### config.mk
export PLATFORM = sky130hd
export DESIGN_NAME = dmc_queue
export DESIGN_NICKNAME = d
export VERILOG_FILES = /design/src/design/dmc_pkg.sv /design/src/design/dmc_queue.sv
export SDC_FILE = /design/constraint.sdc
export NUM_CORES = 1
export LEC_CHECK = 0
export BUFFER_PORTS_ARGS = -buffer_cell sky130_fd_sc_hd__buf_2
export CORE_UTILIZATION = 44
export CTS_CLUSTER_SIZE = 20
export DETAILED_ROUTE_END_ITERATION = 8
export PLACE_DENSITY = 0.72
export SLEW_MARGIN = 20
export SYNTH_ARGS = -nofsm -noshare
export SYNTH_HDL_FRONTEND = slang
export SYNTH_SLANG_ARGS = --single-unit
### constraint.sdc
create_clock -name clk -period 5.3 [get_ports clk]
set_input_delay 1.06 -clock clk [delete_from_list [all_inputs] [get_ports clk]]
set_output_delay 1.06 -clock clk [all_outputs]
set_load 0.02 [all_outputs]
### src/design/dmc_pkg.sv
package dmc_pkg;

    localparam int DefLineCount   = 256;
    localparam int DefLineBytes   = 64;
    localparam int DefWordBytes   = 4;
    localparam int DefMemoryBytes = 1048576;
    localparam int QueueDepth     = 2;

    localparam logic [15:0] RstMemReadLat   = 16'd100;
    localparam logic [15:0] RstMemWriteLat  = 16'd50;
    localparam logic [15:0] RstCacheReadLat = 16'd1;
    localparam logic [15:0] RstCacheWriteLat = 16'd1;

    typedef enum logic {
        OP_READ  = 1'b0,
        OP_WRITE = 1'b1
    } op_e;

    typedef enum logic [1:0] {
        CFG_MEM_READ_LAT    = 2'd0,
        CFG_MEM_WRITE_LAT   = 2'd1,
        CFG_CACHE_READ_LAT  = 2'd2,
        CFG_CACHE_WRITE_LAT = 2'd3
    } cfg_index_e;

    typedef enum logic [2:0] {
        BK_CLEAR,
        BK_IDLE,
        BK_TAG,
        BK_READ,
        BK_WB,
        BK_FILL,
        BK_FINISH
    } back_state_e;

    typedef struct packed {
        op_e         op;
        logic [31:0] address;
        logic [31:0] write_word;
    } request_t;

    typedef struct packed {
        logic [31:0] read_word;
        logic        hit;
        logic        wrote_back;
        logic        out_of_range;
        logic [31:0] elapsed_time;
    } result_t;

    typedef struct packed {
        request_t req;
        logic     oor;
    } q_entry_t;

    typedef struct packed {
        logic [15:0] mem_read_latency;
        logic [15:0] mem_write_latency;
        logic [15:0] cache_read_latency;
        logic [15:0] cache_write_latency;
    } latency_t;

    typedef struct packed {
        logic full;
        logic not_empty;
    } q_status_t;

endpackage

### src/design/dmc_queue.sv
module dmc_queue
    import dmc_pkg::*;
(
    input  logic      clk,
    input  logic      rst_n,
    input  logic      push,
    input  q_entry_t  push_entry,
    input  logic      pop,
    output q_entry_t  head,
    output q_status_t status
);

    localparam int PtrW = $clog2(QueueDepth);

    q_entry_t          entries_reg [QueueDepth];
    logic [PtrW-1:0]   wr_ptr_reg, wr_ptr_next;
    logic [PtrW-1:0]   rd_ptr_reg, rd_ptr_next;
    logic [PtrW:0]     count_reg, count_next;

    always_comb
    begin
        wr_ptr_next = wr_ptr_reg;
        rd_ptr_next = rd_ptr_reg;
        count_next  = count_reg;
        if (push)
        begin
            wr_ptr_next = (wr_ptr_reg == PtrW'(QueueDepth - 1)) ? '0 : wr_ptr_reg + 1'b1;
        end
        if (pop)
        begin
            rd_ptr_next = (rd_ptr_reg == PtrW'(QueueDepth - 1)) ? '0 : rd_ptr_reg + 1'b1;
        end
        if (push && !pop)
        begin
            count_next = count_reg + 1'b1;
        end
        else if (pop && !push)
        begin
            count_next = count_reg - 1'b1;
        end
    end

    always_ff @(posedge clk or negedge rst_n)
    begin
        if (!rst_n)
        begin
            wr_ptr_reg <= '0;
            rd_ptr_reg <= '0;
            count_reg  <= '0;
        end
        else
        begin
            wr_ptr_reg <= wr_ptr_next;
            rd_ptr_reg <= rd_ptr_next;
            count_reg  <= count_next;
        end
    end

    always_ff @(posedge clk)
    begin
        if (push)
        begin
            entries_reg[wr_ptr_reg] <= push_entry;
        end
    end

    assign head             = entries_reg[rd_ptr_reg];
    assign status.full      = (count_reg == (PtrW+1)'(QueueDepth));
    assign status.not_empty = (count_reg != '0);

endmodule

* Word level (Yosys, flattened, before mapping)
Memories as Yosys holds them, arrays and structs flattened.
Index checks and enable logic that the tools add are counted.
** Word-level totals
- Bits in registers :: 4
- Bits in writable memories :: 132
- Bits of input ports :: 70
- Output and inout bits :: 68
- Memories kept :: 1
** Memories
- entries_reg :: depth 2, width 66, rd ports 1, clocked after memory_dff 0, wr ports 1, RTL line dmc_queue.sv:15 : q_entry_t entries_reg [QueueDepth];
** Operators by class
- Add/sub/neg operators :: 4
- Equal/unequal tests :: 1
- Mux-type cells :: 6
- Reductions and logical operators :: 6
** Operators with widths (number)
- $mux 1 :: 4
- $mux 2 :: 2
- $reduce_bool 2->1 :: 2
- $add 1x1->1 const B :: 2
- $add 2x1->2 const B :: 1
- $eq 2x2->1 const B :: 1
- $logic_and 1x1->1 :: 2
- $logic_not 1->1 :: 2
- $sub 2x1->2 const B :: 1

* Longest topological paths before layout
- Depth after elaboration :: 4
- Gate-level depth with buffers :: 5
- Depth with buffers taken out :: 5

* Worst setup path before layout
Ideal clock, no wire load.
- Kind :: in2reg
- Start point :: input push
- End point :: memory entries_reg[0][0] (netlist bit), enable pin
- Arrival :: 3.960 ns
- Required time :: 4.802 ns
- Path slack :: 0.842 ns
- Cell stages on the path :: 1
- Buffers on the path :: 0
- Cells stage by stage :: nor2b_1
** On the way
- Cells in the longest elaborated chain, start to end :: 2
** Ends and longest elaborated chain
- start, declared :: RTL line dmc_queue.sv:6 : input logic push,
- $mux 1 :: RTL line dmc_queue.sv:61 : if (push)
- $mux 1 (implied by the code) :: RTL line dmc_queue.sv:63 : entries_reg[wr_ptr_reg] <= push_entry;
- end, declared :: RTL line dmc_queue.sv:15
No other way between the ends.

==> reports/results.ini <==
[power_and_ir_drop]
clkPwrFrac_pct = 31.1
power.internal_mw = 2.70
swShare_pct = 29.5
pwr-share-seq_pct = 41.8
peakVddDrop_v = 0.000580
switching_power_mw = 1.13
p_leak_nw = 2.57
pwr-share-comb_pct = 27.0
power_density_mw_per_mm2 = 587

[synth]
ys_warn_count = 0
ys.flop_type = edfxtp_1
synth_simple_gate_area_share_pct = 0.568
synth-seq-cells = 136
synth-xor-area-share_pct = 0.865
synthMuxAreaShare_pct = 16.9
synth_compound_area_share_pct = 0
synthesis.area_mm2 = 0.00506
ys_seq_area_share_pct = 80.2
synthArstFlopShare_pct = 2.94
yosysUniqueCellTypes = 15
synth_edf_count = 132
postSynthAreaPerCell_um2 = 22.9
synth_top_family_by_area = multiplexers
syn_inst = 221
synth_adder_area_share_pct = 0.247
synth_fp_nets = 292

[job]
drv_cap = 0

[die]
core_area_mm2 = 0.0110
num_io_pins = 138
dieArea_mm2 = 0.0119
die_h_um = 109
start_util_pct = 45.9
rows = 38
die_x_um = 109

[worst_setup_path]
reg2reg_slack_ps = 3500
cp_num_buf_inv = 1
cp-startpoint = rd_ptr_reg$_DFFE_PN0P_
path_cells = mux2_2 -> buf_2
crit_family = flip-flops
ff2ff_path_depth = 3
start_kind = register
cp_slowest_stage_delay_ps = 1130
timing.rr.start = wr_ptr_reg$_DFFE_PN0P_
cp_slowest_cell = dfrtp_4
r2r-end = entries_reg[0][45]$_DFFE_PP_
worstPathRequired_ps = 4240
critical_path_class = register to primary output
arrival_ps = 2160
worstSetupEndpoint = head[48]
cp.depth = 2
crit_fanout = 67
end_kind = primary output

[cts]
max-clock-path-buffers = 2
htree_levels = 4
cts_sinks = 136
cts_setup_buffers = 0
clk_pin_slew_ps = 60
root_buffer = clkbuf_16
tritoncts = built
worstSkewPairLatency_ps = 400
cts_resized = 0
cts_hold_buf = 0
cts_buffers = 17

[timing]
rsz0062_at_grt = false
fin_tns_setup_ps = 0
tightest_slew_ps = 1070
finalCritPeriodShare_pct = 60.8
final-max-slew-violation-count = 0
finalCriticalPeriod_ps = 3220
timing_hold_violations_final = 0
max_freq_mhz = 310
finClkSkew_ps = 4.00
setup_violations = 0
holdWs_ps = 454
relSlewSlack_pct = 28.5

[place]
place_congestion = 0.697
dp_hpwl_um = 5140
io_buffer_count = 137

[finish]
final_common_cell = buf_2
drive_above_1_share_pct = 61.8
final_cell_mix = buf_2, edfxtp_1, mux2_2, mux2_4, clkbuf_16
antenna_cells = 0
nets = 443
fill_cells = 819
syn2layout_area_growth_pct = 28.7
largest_reg_flops = 132
final_util_pct = 59.1

[grt]
antenna_found_initial = 0
grt_usage_pct = 14.1
grt_pass1_vias = 2550
grt.overflow.total = 0
grt_max_degree = 68
grt_pass1_wl_um = 12000

[route]
wl_per_cell_um = 15.5
post-route-drc-count = 0
drtIter0Drc = 46
firstDrtPassIters = 4
finalWirelength_um = 8150
ant_nets = 0
num_vias = 2498
viasPerCell = 4.76

[worst_hold_path]
min_path_type = input pin to asynchronous set/reset pin

[run_status]
status = complete, no violations

stage by stage:
step	std cells	cell area, um^2	worst slack [ps]	power [mW]
after global placement	492	5890	2280	2.65
after global routing	525	6520	1960	4.00
after detailed placement	492	5890	2290	2.68
after CTS	524	6500	2020	3.87
after floorplan	221	5060	842	2.37
final	525	6520	2080	3.83
Yosys cell counts, types with 2 or more instances:
| cell | count | area (um^2) |
|---|---|---|
| buf_2 | 3 | 15.0 |
| edfxtp_1 | 132 | 3960 |
| nor2b_1 | 2 | 12.5 |
| buf_6 | 3 | 33.8 |
| dfrtp_1 | 4 | 100 |
| mux2_2 | 36 | 405 |
| mux2_4 | 30 | 450 |
| xor2_1 | 4 | 35.0 |
final cells by class:
class                      instances  area, um^2  share of cell area [%]
multi-input combinational         77         951                    14.6
clock inverter                    15         184                    2.82
timing repair buffer             139         713                    10.9
inverter                           1        3.75                  0.0576
sequential                       136        4070                    62.4
clock buffer                      17         425                    6.52
tap                              140         175                    2.69
cells by family (layout without fill, tap and decap cells):
group	count (synthesis)	in the layout
multiplexers	66	66
AND/OR/NAND/NOR	5	5
buffers and inverters	8	172
XOR/XNOR	5	5
flip-flops	136	136
adder cells (fa/ha/maj)	1	1
how the worst min path moves through the flow:
stage,startpoint,to,slack (ps),cells after the start
2_1_floorplan,count_reg[1]$_DFFE_PN0P_,count_reg[1]$_DFFE_PN0P_,450,1
3_3_place_gp,count_reg[1]$_DFFE_PN0P_,count_reg[1]$_DFFE_PN0P_,470,1
3_5_place_dp,count_reg[1]$_DFFE_PN0P_,count_reg[1]$_DFFE_PN0P_,490,1
4_1_cts,rst_n,rd_ptr_reg$_DFFE_PN0P_,430,1
5_1_grt,rst_n,count_reg[0]$_DFFE_PN0P_,440,1
6_report,rst_n,count_reg[1]$_DFFE_PN0P_,450,1
metal layers:
layer	vias up	part of all wire [%]	wire [um]	GRT usage, %
li1	1173	-	-	-
met1	1221	41	3310	15.5
met2	93	51	4130	23.8
met3	11	7.6	617	6.16
met4	0	1.2	99	5.71
met5	-	0	0	0
power groups by stage:
stage	Combinational, mW	Clock [mW]	Sequential, mW
2_1_floorplan	0.860	0	1.51
3_3_place_gp	1.04	0	1.62
3_5_place_dp	1.04	0	1.63
4_1_cts	1.04	1.22	1.61
5_1_grt	1.11	1.26	1.63
6_report	1.04	1.19	1.60
Note: power is estimated with default switching activity, not from simulation.
